===== src/hw/rtl/ifdq_pkg.sv =====
package ifdq_pkg;

  // Parameter defaults for the top level
  localparam int BUF_DEPTH_DEF   = 256;
  localparam int FRAME_DEPTH_DEF = 16;
  localparam int MAX_READ_DEF    = 64;

  // Register reset values, before clamping to the configured depths
  localparam int BUF_SIZE_RST    = 256;
  localparam int FRAME_SLOTS_RST = 16;

  // Fixed field widths
  localparam int KIND_W = 2;
  localparam int BYTE_W = 8;
  localparam int LEN_W  = 7;
  localparam int OVF_W  = 16;
  localparam int WAIT_W = 5;
  localparam int BSZ_W  = 9;
  localparam int FSL_W  = 5;
  localparam int DATA_W = 32;
  localparam int ADDR_W = 3;

  typedef enum logic [KIND_W-1:0] {
    KIND_BYTE = 2'd0,
    KIND_IDLE = 2'd1,
    KIND_READ = 2'd2
  } kind_t;

endpackage


===== src/hw/rtl/ifdq_ram.sv =====
module ifdq_ram #(
  parameter int WIDTH = 8,
  parameter int DEPTH = 256
) (
  input  logic                     clk,
  input  logic                     we,
  input  logic [$clog2(DEPTH)-1:0] waddr,
  input  logic [WIDTH-1:0]         wdata,
  input  logic                     re,
  input  logic [$clog2(DEPTH)-1:0] raddr,
  output logic [WIDTH-1:0]         rdata
);

  logic [WIDTH-1:0] mem_r [DEPTH];
  logic [WIDTH-1:0] rdata_r;

  // Read data holds until the next read
  always_ff @(posedge clk) begin
    if (we) begin
      mem_r[waddr] <= wdata;
    end
    if (re) begin
      rdata_r <= mem_r[raddr];
    end
  end

  assign rdata = rdata_r;

endmodule


===== src/hw/rtl/idle_delimited_frame_queue.sv =====
// Idle-delimited frame queue.
// Input channel (in_valid/in_stall): one word per command. in_kind selects a
// received byte, an idle-line event that closes the current frame, or a read
// of the oldest unread frame; other kinds are taken and ignored.
// Result channel (out_valid/out_stall): a read returns one word per frame
// byte with out_last on the final one, or a single empty word with out_last
// set if nothing is unread or the frame is empty or over max_len/MAX_READ.
// Configuration: APB-style writes to buffer_size (address 0) and frame_slots
// (address 4), clamped between 2 and the storage depths; reads return them.
// Timing: the block works on one command at a time and stalls its input
// meanwhile; an idle event that overflows adds one more boundary write.
// After the first result of a read, one byte follows per cycle while the
// receiver does not stall. Each position or slot reduction runs through a
// shared bit-serial remainder unit; it is a single compare when the value
// is already in range, else a restoring division over the operand bits.
// Byte reads and boundary reads go through the registered memory read ports,
// one access per cycle.
// Reset (synchronous, rst_n low) clears positions, slots, counts and the
// boundary valid bits; the byte store is not cleared. A stalled receiver
// holds the output word; the next command is accepted as soon as the last
// result of a read sits in the output register.
module idle_delimited_frame_queue #(
  parameter int BUF_DEPTH   = ifdq_pkg::BUF_DEPTH_DEF,
  parameter int FRAME_DEPTH = ifdq_pkg::FRAME_DEPTH_DEF,
  parameter int MAX_READ    = ifdq_pkg::MAX_READ_DEF
) (
  input  logic                        clk,
  input  logic                        rst_n,
  input  logic                        in_valid,
  output logic                        in_stall,
  input  logic [ifdq_pkg::KIND_W-1:0] in_kind,
  input  logic [ifdq_pkg::BYTE_W-1:0] in_rx_byte,
  input  logic [ifdq_pkg::LEN_W-1:0]  in_max_len,
  output logic                        out_valid,
  input  logic                        out_stall,
  output logic [ifdq_pkg::BYTE_W-1:0] out_byte,
  output logic [ifdq_pkg::LEN_W-1:0]  out_frame_len,
  output logic                        out_has_data,
  output logic                        out_last,
  output logic [ifdq_pkg::OVF_W-1:0]  out_overflow_total,
  output logic [ifdq_pkg::WAIT_W-1:0] out_frames_waiting,
  input  logic                        psel,
  input  logic                        penable,
  input  logic                        pwrite,
  input  logic [ifdq_pkg::ADDR_W-1:0] paddr,
  input  logic [ifdq_pkg::DATA_W-1:0] pwdata,
  output logic [ifdq_pkg::DATA_W-1:0] prdata,
  output logic                        pready
);

  import ifdq_pkg::*;

  // Widths: byte positions, buffer size, slot indices, slot count
  localparam int AW  = $clog2(BUF_DEPTH);
  localparam int BW  = AW + 1;
  localparam int SW  = $clog2(FRAME_DEPTH);
  localparam int FW  = SW + 1;
  // Remainder unit operand, partial remainder and step counter widths
  localparam int MW  = ((AW > SW) ? AW : SW) + 1;
  localparam int RW  = MW + 1;
  localparam int CW  = $clog2(MW + 1);
  // Clamp compare widths
  localparam int CLB = (BW > BSZ_W) ? BW : BSZ_W;
  localparam int CLF = (FW > FSL_W) ? FW : FSL_W;
  localparam int LCW = (BW > LEN_W) ? BW : LEN_W;
  localparam int BS_RST = (BUF_SIZE_RST > BUF_DEPTH) ? BUF_DEPTH : BUF_SIZE_RST;
  localparam int FS_RST = (FRAME_SLOTS_RST > FRAME_DEPTH) ? FRAME_DEPTH : FRAME_SLOTS_RST;

  localparam logic REG_FRAME_SLOTS = 1'b1;

  typedef enum logic [3:0] {
    S_IDLE,
    S_MODCHK,
    S_MOD,
    S_WR_BYTE,
    S_IDLE_POS,
    S_IDLE_SLOT,
    S_OVF_WR,
    S_RD_HEAD,
    S_RD_SQ,
    S_RD_START,
    S_RD_END,
    S_EMPTY,
    S_EMIT
  } state_t;

  // Control state
  state_t             state_r, state_nxt;
  state_t             ret_r, ret_nxt;
  logic [BW-1:0]      bs_r, bs_nxt;
  logic [FW-1:0]      fs_r, fs_nxt;
  logic [AW-1:0]      wp_r, wp_nxt;
  logic [SW-1:0]      newest_r, newest_nxt;
  logic [SW-1:0]      oldest_r, oldest_nxt;
  logic [FW-1:0]      unread_r, unread_nxt;
  logic [OVF_W-1:0]   ovf_r, ovf_nxt;
  logic [FRAME_DEPTH-1:0] fsv_r, fsv_nxt;
  logic [LEN_W-1:0]   icnt_r, icnt_nxt;
  logic [LEN_W-1:0]   lcnt_r, lcnt_nxt;
  logic               rd_pend_r, rd_pend_nxt;
  logic               out_valid_r, out_valid_nxt;
  logic [CW-1:0]      mod_cnt_r, mod_cnt_nxt;

  // Working registers
  logic [MW-1:0]      mod_x_r, mod_x_nxt;
  logic [MW-1:0]      mod_m_r, mod_m_nxt;
  logic [MW-1:0]      mod_rem_r, mod_rem_nxt;
  logic [BYTE_W-1:0]  byte_r, byte_nxt;
  logic [LEN_W-1:0]   maxl_r, maxl_nxt;
  logic [AW-1:0]      pos_r, pos_nxt;
  logic [SW-1:0]      tail_r, tail_nxt;
  logic [AW-1:0]      start_r, start_nxt;
  logic [AW-1:0]      addr_r, addr_nxt;
  logic [LEN_W-1:0]   len_r, len_nxt;
  logic               fsq_v_r, fsq_v_nxt;

  // Output register
  logic [BYTE_W-1:0]  out_byte_r, out_byte_nxt;
  logic [LEN_W-1:0]   out_len_r, out_len_nxt;
  logic               out_has_r, out_has_nxt;
  logic               out_last_r, out_last_nxt;
  logic [OVF_W-1:0]   out_ovf_r, out_ovf_nxt;
  logic [WAIT_W-1:0]  out_wait_r, out_wait_nxt;

  // Memory ports
  logic               bram_we, bram_re;
  logic [AW-1:0]      bram_waddr, bram_raddr;
  logic [BYTE_W-1:0]  bram_rdata;
  logic               fram_we, fram_re;
  logic [SW-1:0]      fram_waddr, fram_raddr;
  logic [AW-1:0]      fram_rdata;

  // Datapath helpers
  logic               accept, cfg_wr, out_free, load, issue, too_long;
  logic [RW-1:0]      mod_shift, mod_diff;
  logic [BW-1:0]      pos_inc, addr_inc, len_w;
  logic [FW-1:0]      slot_inc;
  logic [FW:0]        unread_inc;
  logic [AW-1:0]      fs_val, end_pos;
  logic [LEN_W-1:0]   lim_w;
  logic [CLB-1:0]     bsz_raw;
  logic [CLF-1:0]     fsl_raw;
  logic [BW-1:0]      bs_clamp;
  logic [FW-1:0]      fs_clamp;

  ifdq_ram #(.WIDTH(BYTE_W), .DEPTH(BUF_DEPTH)) u_byte_ram (
    .clk   (clk),
    .we    (bram_we),
    .waddr (bram_waddr),
    .wdata (byte_r),
    .re    (bram_re),
    .raddr (bram_raddr),
    .rdata (bram_rdata)
  );

  ifdq_ram #(.WIDTH(AW), .DEPTH(FRAME_DEPTH)) u_start_ram (
    .clk   (clk),
    .we    (fram_we),
    .waddr (fram_waddr),
    .wdata (pos_r),
    .re    (fram_re),
    .raddr (fram_raddr),
    .rdata (fram_rdata)
  );

  assign in_stall = (state_r != S_IDLE);
  assign accept   = in_valid && !in_stall;
  assign cfg_wr   = psel && penable && pwrite;
  assign pready   = 1'b1;
  assign prdata   = (paddr[2] == REG_FRAME_SLOTS) ? DATA_W'(fs_r) : DATA_W'(bs_r);

  // Clamp written register values into the storage range
  assign bsz_raw  = CLB'(pwdata[BSZ_W-1:0]);
  assign fsl_raw  = CLF'(pwdata[FSL_W-1:0]);
  assign bs_clamp = (bsz_raw < CLB'(2))         ? BW'(2) :
                    (bsz_raw > CLB'(BUF_DEPTH)) ? BW'(BUF_DEPTH) : BW'(bsz_raw);
  assign fs_clamp = (fsl_raw < CLF'(2))           ? FW'(2) :
                    (fsl_raw > CLF'(FRAME_DEPTH)) ? FW'(FRAME_DEPTH) : FW'(fsl_raw);

  // One restoring remainder step per cycle
  assign mod_shift  = {mod_rem_r, mod_x_r[MW-1]};
  assign mod_diff   = mod_shift - {1'b0, mod_m_r};

  // Increments; the position and slot ones work on the freshly reduced value
  assign pos_inc    = {1'b0, mod_rem_r[AW-1:0]} + BW'(1);
  assign slot_inc   = {1'b0, mod_rem_r[SW-1:0]} + FW'(1);
  assign unread_inc = {1'b0, unread_r} + (FW+1)'(1);
  assign addr_inc   = {1'b0, addr_r} + BW'(1);

  // Boundary entries never written read as zero
  assign fs_val   = fsq_v_r ? fram_rdata : '0;
  assign end_pos  = mod_rem_r[AW-1:0];
  assign len_w    = (start_r > end_pos) ?
                    ({1'b0, end_pos} + bs_r - {1'b0, start_r}) :
                    ({1'b0, end_pos} - {1'b0, start_r});
  assign lim_w    = (maxl_r < LEN_W'(MAX_READ)) ? maxl_r : LEN_W'(MAX_READ);
  assign too_long = LCW'(len_w) > LCW'(lim_w);

  // Output register refills when empty or being drained
  assign out_free = !out_valid_r || !out_stall;
  assign load     = (state_r == S_EMIT) && rd_pend_r && out_free;
  assign issue    = (state_r == S_EMIT) && (icnt_r != '0) && (!rd_pend_r || load);

  always_comb begin
    state_nxt     = state_r;
    ret_nxt       = ret_r;
    bs_nxt        = bs_r;
    fs_nxt        = fs_r;
    wp_nxt        = wp_r;
    newest_nxt    = newest_r;
    oldest_nxt    = oldest_r;
    unread_nxt    = unread_r;
    ovf_nxt       = ovf_r;
    fsv_nxt       = fsv_r;
    icnt_nxt      = icnt_r;
    lcnt_nxt      = lcnt_r;
    rd_pend_nxt   = rd_pend_r;
    mod_cnt_nxt   = mod_cnt_r;
    mod_x_nxt     = mod_x_r;
    mod_m_nxt     = mod_m_r;
    mod_rem_nxt   = mod_rem_r;
    byte_nxt      = byte_r;
    maxl_nxt      = maxl_r;
    pos_nxt       = pos_r;
    tail_nxt      = tail_r;
    start_nxt     = start_r;
    addr_nxt      = addr_r;
    len_nxt       = len_r;
    fsq_v_nxt     = fsq_v_r;
    out_byte_nxt  = out_byte_r;
    out_len_nxt   = out_len_r;
    out_has_nxt   = out_has_r;
    out_last_nxt  = out_last_r;
    out_ovf_nxt   = out_ovf_r;
    out_wait_nxt  = out_wait_r;
    out_valid_nxt = out_valid_r && out_stall;
    bram_we       = 1'b0;
    bram_waddr    = mod_rem_r[AW-1:0];
    bram_re       = issue;
    bram_raddr    = addr_r;
    fram_we       = 1'b0;
    fram_waddr    = '0;
    fram_re       = 1'b0;
    fram_raddr    = tail_r;

    if (cfg_wr) begin
      if (paddr[2] == REG_FRAME_SLOTS) begin
        fs_nxt = fs_clamp;
      end else begin
        bs_nxt = bs_clamp;
      end
    end

    unique case (state_r)
      S_IDLE: begin
        if (accept) begin
          byte_nxt = in_rx_byte;
          maxl_nxt = in_max_len;
          unique case (in_kind)
            KIND_BYTE: begin
              mod_x_nxt = MW'(wp_r);
              mod_m_nxt = MW'(bs_r);
              ret_nxt   = S_WR_BYTE;
              state_nxt = S_MODCHK;
            end
            KIND_IDLE: begin
              mod_x_nxt = MW'(wp_r);
              mod_m_nxt = MW'(bs_r);
              ret_nxt   = S_IDLE_POS;
              state_nxt = S_MODCHK;
            end
            KIND_READ: begin
              if (unread_r == '0) begin
                state_nxt = S_EMPTY;
              end else begin
                unread_nxt = unread_r - FW'(1);
                mod_x_nxt  = MW'(oldest_r);
                mod_m_nxt  = MW'(fs_r);
                ret_nxt    = S_RD_HEAD;
                state_nxt  = S_MODCHK;
              end
            end
            default: ;
          endcase
        end
      end

      // Skip the remainder unit when the value is already in range
      S_MODCHK: begin
        if (mod_x_r < mod_m_r) begin
          mod_rem_nxt = mod_x_r;
          state_nxt   = ret_r;
        end else begin
          mod_rem_nxt = '0;
          mod_cnt_nxt = CW'(MW);
          state_nxt   = S_MOD;
        end
      end

      S_MOD: begin
        mod_rem_nxt = (mod_shift >= {1'b0, mod_m_r}) ? mod_diff[MW-1:0] : mod_shift[MW-1:0];
        mod_x_nxt   = {mod_x_r[MW-2:0], 1'b0};
        mod_cnt_nxt = mod_cnt_r - CW'(1);
        if (mod_cnt_r == CW'(1)) begin
          state_nxt = ret_r;
        end
      end

      S_WR_BYTE: begin
        bram_we   = 1'b1;
        wp_nxt    = (pos_inc == bs_r) ? '0 : pos_inc[AW-1:0];
        state_nxt = S_IDLE;
      end

      S_IDLE_POS: begin
        pos_nxt   = mod_rem_r[AW-1:0];
        mod_x_nxt = MW'(newest_r);
        mod_m_nxt = MW'(fs_r);
        ret_nxt   = S_IDLE_SLOT;
        state_nxt = S_MODCHK;
      end

      // Advance the newest slot and record the boundary there; on overflow restart the ring
      S_IDLE_SLOT: begin
        fram_we    = 1'b1;
        fram_waddr = (slot_inc == fs_r) ? '0 : slot_inc[SW-1:0];
        fsv_nxt[fram_waddr] = 1'b1;
        if (unread_inc > {1'b0, fs_r}) begin
          // Overstock: restart the ring at the current write position
          oldest_nxt = '0;
          newest_nxt = '0;
          unread_nxt = '0;
          ovf_nxt    = ovf_r + OVF_W'(1);
          state_nxt  = S_OVF_WR;
        end else begin
          newest_nxt = fram_waddr;
          unread_nxt = unread_inc[FW-1:0];
          state_nxt  = S_IDLE;
        end
      end

      S_OVF_WR: begin
        fram_we    = 1'b1;
        fram_waddr = '0;
        fsv_nxt[0] = 1'b1;
        state_nxt  = S_IDLE;
      end

      // Head slot known: fetch its boundary, work out the tail slot
      S_RD_HEAD: begin
        fram_re    = 1'b1;
        fram_raddr = mod_rem_r[SW-1:0];
        fsq_v_nxt  = fsv_r[mod_rem_r[SW-1:0]];
        tail_nxt   = (slot_inc == fs_r) ? '0 : slot_inc[SW-1:0];
        state_nxt  = S_RD_SQ;
      end

      // Reduce the start boundary, fetch the tail boundary meanwhile
      S_RD_SQ: begin
        fram_re    = 1'b1;
        fram_raddr = tail_r;
        fsq_v_nxt  = fsv_r[tail_r];
        mod_x_nxt  = MW'(fs_val);
        mod_m_nxt  = MW'(bs_r);
        ret_nxt    = S_RD_START;
        state_nxt  = S_MODCHK;
      end

      S_RD_START: begin
        start_nxt = mod_rem_r[AW-1:0];
        mod_x_nxt = MW'(fs_val);
        mod_m_nxt = MW'(bs_r);
        ret_nxt   = S_RD_END;
        state_nxt = S_MODCHK;
      end

      S_RD_END: begin
        oldest_nxt = tail_r;
        if ((len_w == '0) || too_long) begin
          state_nxt = S_EMPTY;
        end else begin
          len_nxt   = LEN_W'(len_w);
          icnt_nxt  = LEN_W'(len_w);
          lcnt_nxt  = LEN_W'(len_w);
          addr_nxt  = start_r;
          state_nxt = S_EMIT;
        end
      end

      S_EMPTY: begin
        if (out_free) begin
          out_valid_nxt = 1'b1;
          out_byte_nxt  = '0;
          out_len_nxt   = '0;
          out_has_nxt   = 1'b0;
          out_last_nxt  = 1'b1;
          out_ovf_nxt   = ovf_r;
          out_wait_nxt  = WAIT_W'(unread_r);
          state_nxt     = S_IDLE;
        end
      end

      // Stream frame bytes; a fetched byte waits in the RAM output register
      S_EMIT: begin
        if (issue) begin
          icnt_nxt = icnt_r - LEN_W'(1);
          addr_nxt = (addr_inc == bs_r) ? '0 : addr_inc[AW-1:0];
        end
        rd_pend_nxt = issue || (rd_pend_r && !load);
        if (load) begin
          out_valid_nxt = 1'b1;
          out_byte_nxt  = bram_rdata;
          out_len_nxt   = len_r;
          out_has_nxt   = 1'b1;
          out_last_nxt  = (lcnt_r == LEN_W'(1));
          out_ovf_nxt   = ovf_r;
          out_wait_nxt  = WAIT_W'(unread_r);
          lcnt_nxt      = lcnt_r - LEN_W'(1);
          if (lcnt_r == LEN_W'(1)) begin
            state_nxt = S_IDLE;
          end
        end
      end

      default: state_nxt = S_IDLE;
    endcase
  end

  always_ff @(posedge clk) begin
    if (!rst_n) begin
      state_r     <= S_IDLE;
      ret_r       <= S_IDLE;
      bs_r        <= BW'(BS_RST);
      fs_r        <= FW'(FS_RST);
      wp_r        <= '0;
      newest_r    <= '0;
      oldest_r    <= '0;
      unread_r    <= '0;
      ovf_r       <= '0;
      fsv_r       <= '0;
      icnt_r      <= '0;
      lcnt_r      <= '0;
      rd_pend_r   <= 1'b0;
      mod_cnt_r   <= '0;
      out_valid_r <= 1'b0;
    end else begin
      state_r     <= state_nxt;
      ret_r       <= ret_nxt;
      bs_r        <= bs_nxt;
      fs_r        <= fs_nxt;
      wp_r        <= wp_nxt;
      newest_r    <= newest_nxt;
      oldest_r    <= oldest_nxt;
      unread_r    <= unread_nxt;
      ovf_r       <= ovf_nxt;
      fsv_r       <= fsv_nxt;
      icnt_r      <= icnt_nxt;
      lcnt_r      <= lcnt_nxt;
      rd_pend_r   <= rd_pend_nxt;
      mod_cnt_r   <= mod_cnt_nxt;
      out_valid_r <= out_valid_nxt;
    end
    mod_x_r    <= mod_x_nxt;
    mod_m_r    <= mod_m_nxt;
    mod_rem_r  <= mod_rem_nxt;
    byte_r     <= byte_nxt;
    maxl_r     <= maxl_nxt;
    pos_r      <= pos_nxt;
    tail_r     <= tail_nxt;
    start_r    <= start_nxt;
    addr_r     <= addr_nxt;
    len_r      <= len_nxt;
    fsq_v_r    <= fsq_v_nxt;
    out_byte_r <= out_byte_nxt;
    out_len_r  <= out_len_nxt;
    out_has_r  <= out_has_nxt;
    out_last_r <= out_last_nxt;
    out_ovf_r  <= out_ovf_nxt;
    out_wait_r <= out_wait_nxt;
  end

  assign out_valid          = out_valid_r;
  assign out_byte           = out_byte_r;
  assign out_frame_len      = out_len_r;
  assign out_has_data       = out_has_r;
  assign out_last           = out_last_r;
  assign out_overflow_total = out_ovf_r;
  assign out_frames_waiting = out_wait_r;

endmodule


===== config.mk =====
export PLATFORM = sky130hd
export DESIGN_NAME = idle_delimited_frame_queue
export DESIGN_NICKNAME = d
export VERILOG_FILES = /design/src/hw/rtl/ifdq_pkg.sv /design/src/hw/rtl/ifdq_ram.sv /design/src/hw/rtl/idle_delimited_frame_queue.sv
export SDC_FILE = /design/constraint.sdc
export NUM_CORES = 2
export LEC_CHECK = 0
export ABC_CLOCK_PERIOD_IN_PS = 5650
export BUFFER_PORTS_ARGS = -buffer_cell sky130_fd_sc_hd__buf_2
export CAP_MARGIN = 20
export CORE_ASPECT_RATIO = 0.5
export CORE_UTILIZATION = 60
export CTS_CLUSTER_SIZE = 20
export DETAILED_ROUTE_END_ITERATION = 10
export PLACE_DENSITY_LB_ADDON = 0.25
export SYNTH_ARGS = -nofsm -noshare
export SYNTH_HDL_FRONTEND = slang
export SYNTH_SLANG_ARGS = --single-unit

===== constraint.sdc =====
create_clock -name clk -period 5.65 [get_ports clk]
set_input_delay 0.565 -clock clk [delete_from_list [all_inputs] [get_ports clk]]
set_output_delay 0.565 -clock clk [all_outputs]
set_load 0.05 [all_outputs]

# Word-level counts from Yosys, hierarchy flattened
# Memories as Yosys holds them, arrays and structs flattened. A register that Yosys moved wholly into a read port is not among the register bits.
# Cells that the tools add are included.
# Widths: inputs -> output; s select.
dict set report totals {
  mem_bits_rw 2176
  ff_bits 211
  memories 2
  inputBits 59
}
dict set report classes {
  mux 93
  add_sub_neg 13
  magnitude_cmp 14
  n_eq_ne 33
  bitwise 3
  reduce_logical 55
}
# memory words width read_ports rd_clocked_by_memory_dff wr line
set mem_list {}
lappend mem_list {u_byte_ram.mem_r 256 8 1 1 1 ifdq_ram.sv:14} ;# logic [WIDTH-1:0] mem_r [DEPTH];
lappend mem_list {u_start_ram.mem_r 16 8 1 1 1 ifdq_ram.sv:14}
# cell n
set ops {}
lappend ops {{$mux 9} 10}
lappend ops {{$mux 4} 15}
lappend ops {{$mux 8} 7}
lappend ops {{$pmux 9 s2} 3}
lappend ops {{$mux 7} 6}
lappend ops {{$pmux 7 s2} 3}
lappend ops {{$mux 5} 8}
lappend ops {{$pmux 4 s9} 1}
lappend ops {{$pmux 9 s4} 1}
lappend ops {{$mux 16} 2}
lappend ops {{$pmux 16 s2} 1}
lappend ops {{$pmux 8 s2} 2}
lappend ops {{$pmux 9 s3} 1}
lappend ops {{$pmux 4 s2} 3}
lappend ops {{$eq 4x4->1 const B} 5}
lappend ops {{$pmux 5 s2} 2}
lappend ops {{$add 8x1->9 const B} 2}
lappend ops {{$eq 9x9->1} 2}
lappend ops {{$ne 2x2->1 const B} 9}
lappend ops {{$add 16x1->16 const B} 1}
lappend ops {{$eq 4x3->1 const B} 4}
lappend ops {{$mux 1} 16}
lappend ops {{$or 16x16->16} 1}
lappend ops {{$pmux 4 s4} 1}
lappend ops {{other kinds (54)} 105}

# Logic depth before layout (Yosys ltp)
dict set report logic_depth {
  word_depth 9
  mapped_depth 24
  mapped_depth_nobuf 22
}

# Modules after synthesis
# A second synthesis with hierarchy kept.
dict set report unflattened {
  cells_unflattened 5202
  area_unflattened_um2 96869.2
}
# module seq_area_each_um2 area_per_inst_um2 cells_each n_inst
set by_module_without_submodules {}
lappend by_module_without_submodules {{ifdq_ram at u_byte_ram} 61739.2 79636.4 3733 1}
lappend by_module_without_submodules {idle_delimited_frame_queue 5385.2 12005.3 1240 1}
lappend by_module_without_submodules {{ifdq_ram at u_start_ram} 4083.9 5227.5 229 1}

# Worst setup path after synthesis
# Ideal clock, no wire load.
dict set report synth_path {
  kind {register -> register}
  start {register mod_rem_r[2]}
  end {register addr_r[0], enable pin}
  t_arrival_ns 4.120
  stages_incl_launch_ff 21
  setup_time_ns 0.339
  slack_ns 1.191
  path_buffers 1
  period_less_slack_ns 4.459
  cell_sequence {edfxtp_1 buf_2 inv_1 fa_1 inv_1 ha_1 nor2b_1 o2111a_1 o41ai_1 a31oi_1 mux2i_1 inv_1 ha_1 a211oi_1 o21ai_0 a21oi_1 nor2_1 a41o_1 nor3_2 nor2_1 inv_1}
}
dict set report synth_between {
  elab_chain_len 7
  elab_cells_between_ends 10
  cone_classes {add/sub (3); order compare (2); eq/ne (1); mux (1); reduce/logical (3)}
}
# element line
set synth_rtl {}
lappend synth_rtl {{start: declaration} idle_delimited_frame_queue.sv:107} ;# logic [MW-1:0] mod_rem_r, mod_rem_nxt;
lappend synth_rtl {{start signal: assignment} idle_delimited_frame_queue.sv:465} ;# mod_rem_r <= mod_rem_nxt;
lappend synth_rtl {{$add 8x9->9} idle_delimited_frame_queue.sv:194} ;# ({1'b0, end_pos} + bs_r - {1'b0, start_r}) :
lappend synth_rtl {{$sub 9x8->9} idle_delimited_frame_queue.sv:194}
lappend synth_rtl {{$mux 9 (*)} idle_delimited_frame_queue.sv:193} ;# assign len_w = (start_r > end_pos) ?
lappend synth_rtl {{named net len_w[6]} idle_delimited_frame_queue.sv:136} ;# logic [BW-1:0] pos_inc, addr_inc, len_w;
lappend synth_rtl {{$gt 9x7->1 / $logic_not 9->1 (equally long branches)} {idle_delimited_frame_queue.sv:197, idle_delimited_frame_queue.sv:379}}
lappend synth_rtl {{$logic_or 1x1->1 (*)} idle_delimited_frame_queue.sv:379} ;# if ((len_w == '0) || too_long) begin
lappend synth_rtl {{$ne 2x2->1 (no line) (*)} --}
lappend synth_rtl {{$reduce_and 3->1 (no line) (*)} --}
lappend synth_rtl {{end signal: assignment} idle_delimited_frame_queue.sv:471} ;# addr_r <= addr_nxt;
lappend synth_rtl {{end: declaration} idle_delimited_frame_queue.sv:113} ;# logic [AW-1:0] addr_r, addr_nxt;
# The timed path passes the listed nets; every way through them passes the cells marked *.
# A chain may end at the register's enable or synchronous reset.

# Final worst setup path
dict set report layout_path {
  start {register bs_r[2]}
  end {register addr_r[4], enable pin}
}
dict set report layout_between {
  elab_chain_len 7
  elab_cells_between_ends 8
  cone_classes {add/sub (2); order compare (1); eq/ne (1); mux (1); reduce/logical (3)}
}
# element line
set layout_rtl {}
lappend layout_rtl {{start: declaration} idle_delimited_frame_queue.sv:90} ;# logic [BW-1:0] bs_r, bs_nxt;
lappend layout_rtl {{start signal: assignment} idle_delimited_frame_queue.sv:433} ;# bs_r <= BW'(BS_RST);
lappend layout_rtl {{start signal: assignment} idle_delimited_frame_queue.sv:449} ;# bs_r <= bs_nxt;
lappend layout_rtl {{$add 8x9->9 (*)} idle_delimited_frame_queue.sv:194}
lappend layout_rtl {{$sub 9x8->9 (*)} idle_delimited_frame_queue.sv:194}
lappend layout_rtl {{$mux 9 (*)} idle_delimited_frame_queue.sv:193}
lappend layout_rtl {{named net len_w[6]} idle_delimited_frame_queue.sv:136}
lappend layout_rtl {{$gt 9x7->1 / $logic_not 9->1 (equally long branches)} {idle_delimited_frame_queue.sv:197, idle_delimited_frame_queue.sv:379}}
lappend layout_rtl {{$logic_or 1x1->1 (*)} idle_delimited_frame_queue.sv:379}
lappend layout_rtl {{$ne 2x2->1 (no line) (*)} --}
lappend layout_rtl {{$reduce_and 3->1 (no line) (*)} --}
# Marks and branches as above.

==> results_dict.tcl <==
set metrics [dict create \
    cts_buffers 198 \
    combPwrFrac_pct 13.5 \
    setup-violations-final 0 \
    drtIter0Drc 7229 \
    synth-compound-area-share_pct 6.034 \
    cts_root_buf "clkbuf_16" \
    worst_slack_ns 0.7412 \
    ys_async_sr_fraction_pct 0 \
    die_y_um 286.6 \
    track_usage_pct 29.06 \
    cp-start-kind "register" \
    synth_warnings 0 \
    place_ws_ns 0.7827 \
    synthAdderAreaFrac_pct 1.030 \
    synth-edff-count 2308 \
    skew_ns 0.05235 \
    cts_tree "built" \
    critPathMaxFanout 11 \
    postCtsSetupBuffers 0 \
    worst_slew_pin_slew_ns 1.279 \
    final_core_util_pct 66.77 \
    switching_share_pct 26.04 \
    final_max_slew_viol_count 0 \
    min_period_ns 4.909 \
    synth_area_leaders "edfxtp_1 (71%), mux4_2 (7.1%), mux2i_1 (5.4%)" \
    grt_first_pass_wirelength_um 346800 \
    post_drt_wl_per_cell_um 29.78 \
    hold_path_class "input pin to register" \
    synth_top_area_cell "edfxtp_1" \
    drive_gt1_share_pct 14.40 \
    wirelength_um 237400 \
    crit_path_start "bs_r[2]" \
    cts_buffer_depth 3 \
    antenna_left 0 \
    ys_seq_elements 2403 \
    power-per-cell-area_nw_per_um2 373.7 \
    gp_congestion 0.9206 \
    synthDistinctLibCells 88 \
    htreeDepth 4 \
    nFillCells 10240 \
    synth_top_area_share_pct 71.32 \
    syn_area_um2 97170 \
    worstReg2RegStart "bs_r[2]" \
    maxCapViolations 0 \
    synth-simple-area-share_pct 4.298 \
    syn_inst 5569 \
    io_pins 132 \
    avgSynthCellArea_um2 17.45 \
    clk_transition_reported_paths_ns 0.07 \
    drcViolationCount 0 \
    hold-worst-slack_ns 0.05596 \
    required_ns 6.09 \
    seqPwrFrac_pct 52.8 \
    p_leak_uw 0.03491 \
    numClockSinks 2403 \
    hold_start "pwdata[7]" \
    dieArea_um2 163700 \
    first_pass_iters 8 \
    worst-setup-path-type "register to register" \
    dp_hpwl_um 142500 \
    area_delta_synth_final_pct 9.448 \
    setup-tns-final_ns 0 \
    netlist_top_cells_count "edfxtp_1 (2,308), mux2i_1 (522), nor2_1 (417)" \
    cts.repair.resized 0 \
    die_w_um 571.1 \
    core_area_um2 159300 \
    seq_area_frac_synth_pct 73.28 \
    r2r_setup_slack_ns 0.74 \
    p_clk_share_pct 33.7 \
    slew_headroom_pct 14.72 \
    grt_max_degree 198 \
    status "complete, no violations" \
    grt_overflow_total 0 \
    total_power_uw 39740 \
    fmaxAchievable_mhz 203.7 \
    peakVddDrop_v 0.0003502 \
    synth_xor_area_share_pct 0.6116 \
    synthFlopType "edfxtp_1" \
    fin_crit_sh_pct 86.88 \
    routed_via_density 6.737 \
    hold_buffers 15 \
    cp.arrival_ns 5.35 \
    initial_core_util_pct 61.00 \
    synth_top_family_by_area "multiplexers" \
    rsz0062_at_grt "no" \
    p_int_uw 29390 \
    clkLatencyLatePin_ns 0.84 \
    p_sw_uw 10350 \
    rows 103 \
    first_global_vias 52440 \
    num_vias 53720 \
    synth_mux_area_share_pct 12.53 \
    cp-end-kind "register" \
    numPortBuffers 82 \
    antenna_found_initial 10 \
    synth_most_common_cell "edfxtp_1" \
    hold_viol_final 0 \
    nNetsFinal 5792 \
]
==> metal layers <==
metal / vias up / part of all wire, % / wire length (µm) / track usage (%)
met5: - / 0.017 / 41 / 0
met3: 481 / 12 / 27760 / 6.866
met1: 27240 / 39 / 92850 / 41.71
met2: 3389 / 45 / 107900 / 44.00
li1: 22600 / - / - / -
met4: 6 / 3.7 / 8893 / 10.71
==> cell type report <==
| cell class | instances | area (µm²) | area share (%) |
|---|---|---|---|
| Clock buffer | 253 | 5245 | 4.932 |
| Timing Repair Buffer | 230 | 1898 | 1.785 |
| Inverter | 94 | 355.3 | 0.3341 |
| Clock inverter | 109 | 954.7 | 0.8976 |
| Tap cell | 2152 | 2693 | 2.532 |
| Multi-Input combinational cell | 2732 | 24000 | 22.56 |
| Sequential cell | 2403 | 71210 | 66.95 |
| Antenna cell | 1 | 2.502 | 0.002353 |
==> worst max-delay path: stages (launching register included) <==
cell and delay, ns:
dfxtp_1 0.36, inv_1 0.14, fa_1 0.56, inv_1 0.05, ha_1 0.32, nor2b_1 0.18
o2111a_1 0.28, o41ai_1 0.34, a31oi_1 0.07, mux2i_1 0.31, inv_1 0.11, ha_1 0.33
a211oi_1 0.22, o21ai_0 0.11, a21oi_1 0.15, nor2_1 0.08, a41o_1 0.25, nor3_4 0.19
nor2_1 0.11, inv_1 0.40
==> kinds of logic (layout without fill, tap and decap cells) <==
kind of cell | Yosys count | count (layout)
fa+ha+maj | 74 | 74
xor+xnor | 67 | 67
mux | 832 | 832
simple gates | 949 | 949
flops | 2403 | 2403
buf+inv | 456 | 686
other cells | 2 | 25
compound gates | 786 | 786
==> placed cells by master (no fill, tap or decap), types with 25 or more instances in the layout <==
cell       instances
buf_4            105
inv_1             90
mux4_2           307
clkbuf_1          50
nor2_1           416
a21oi_1           80
nand2_1          271
clkinv_1          50
buf_2             82
o221ai_1         283
ha_1              64
nor4_1            33
clkbuf_16        201
clkinv_2          26
xor2_1            25
xnor2_1           41
o21ai_0           51
o22ai_1          124
mux2i_1          522
nand3_1           49
edfxtp_1        2308
and3_1            30
dfxtp_1           95
a211oi_1          99
==> power by group through the flow <==
| stage | clock [µW] | combinational [µW] | sequential (µW) |
|---|---|---|---|
| after floorplan | 0 | 2720 | 22100 |
| after global placement | 0 | 4990 | 21400 |
| after detailed placement | 0 | 5200 | 21400 |
| after CTS | 13500 | 5230 | 21000 |
| after global routing | 14100 | 5710 | 21000 |
| final | 13400 | 5350 | 21000 |
==> state kept, by name, indices dropped and copies added, names as in the netlist, 8 cells and up <==
signal	flops
wp_r	8
pos_r	8
ovf_r	16
fsv_r	16
u_start_ram.rdata	8
mod_x_r	9
u_start_ram.mem_r	128
start_r	8
u_byte_ram.rdata	8
mod_m_r	9
out_byte	8
u_byte_ram.mem_r	2048
addr_r	8
bs_r	9
out_overflow_total	16
mod_rem_r	9
byte_r	8
==> worst paths after layout <==
kind / to / depth (start not counted)
setup reg to reg: addr_r[4] / 19
hold / removal: bs_r[7] / 3
setup / recovery: addr_r[4] / 19
hold reg to reg: out_overflow_total[15] / 0
==> through the flow <==
step,instance area [µm²],std cells
5_1_grt,106400,7973
3_5_place_dp,99910,7591
2_1_floorplan,97250,5591
6_report,106400,7974
4_1_cts,106300,7968
3_3_place_gp,99910,7591
No activity file was read; power rests on OpenSTA's default activity.
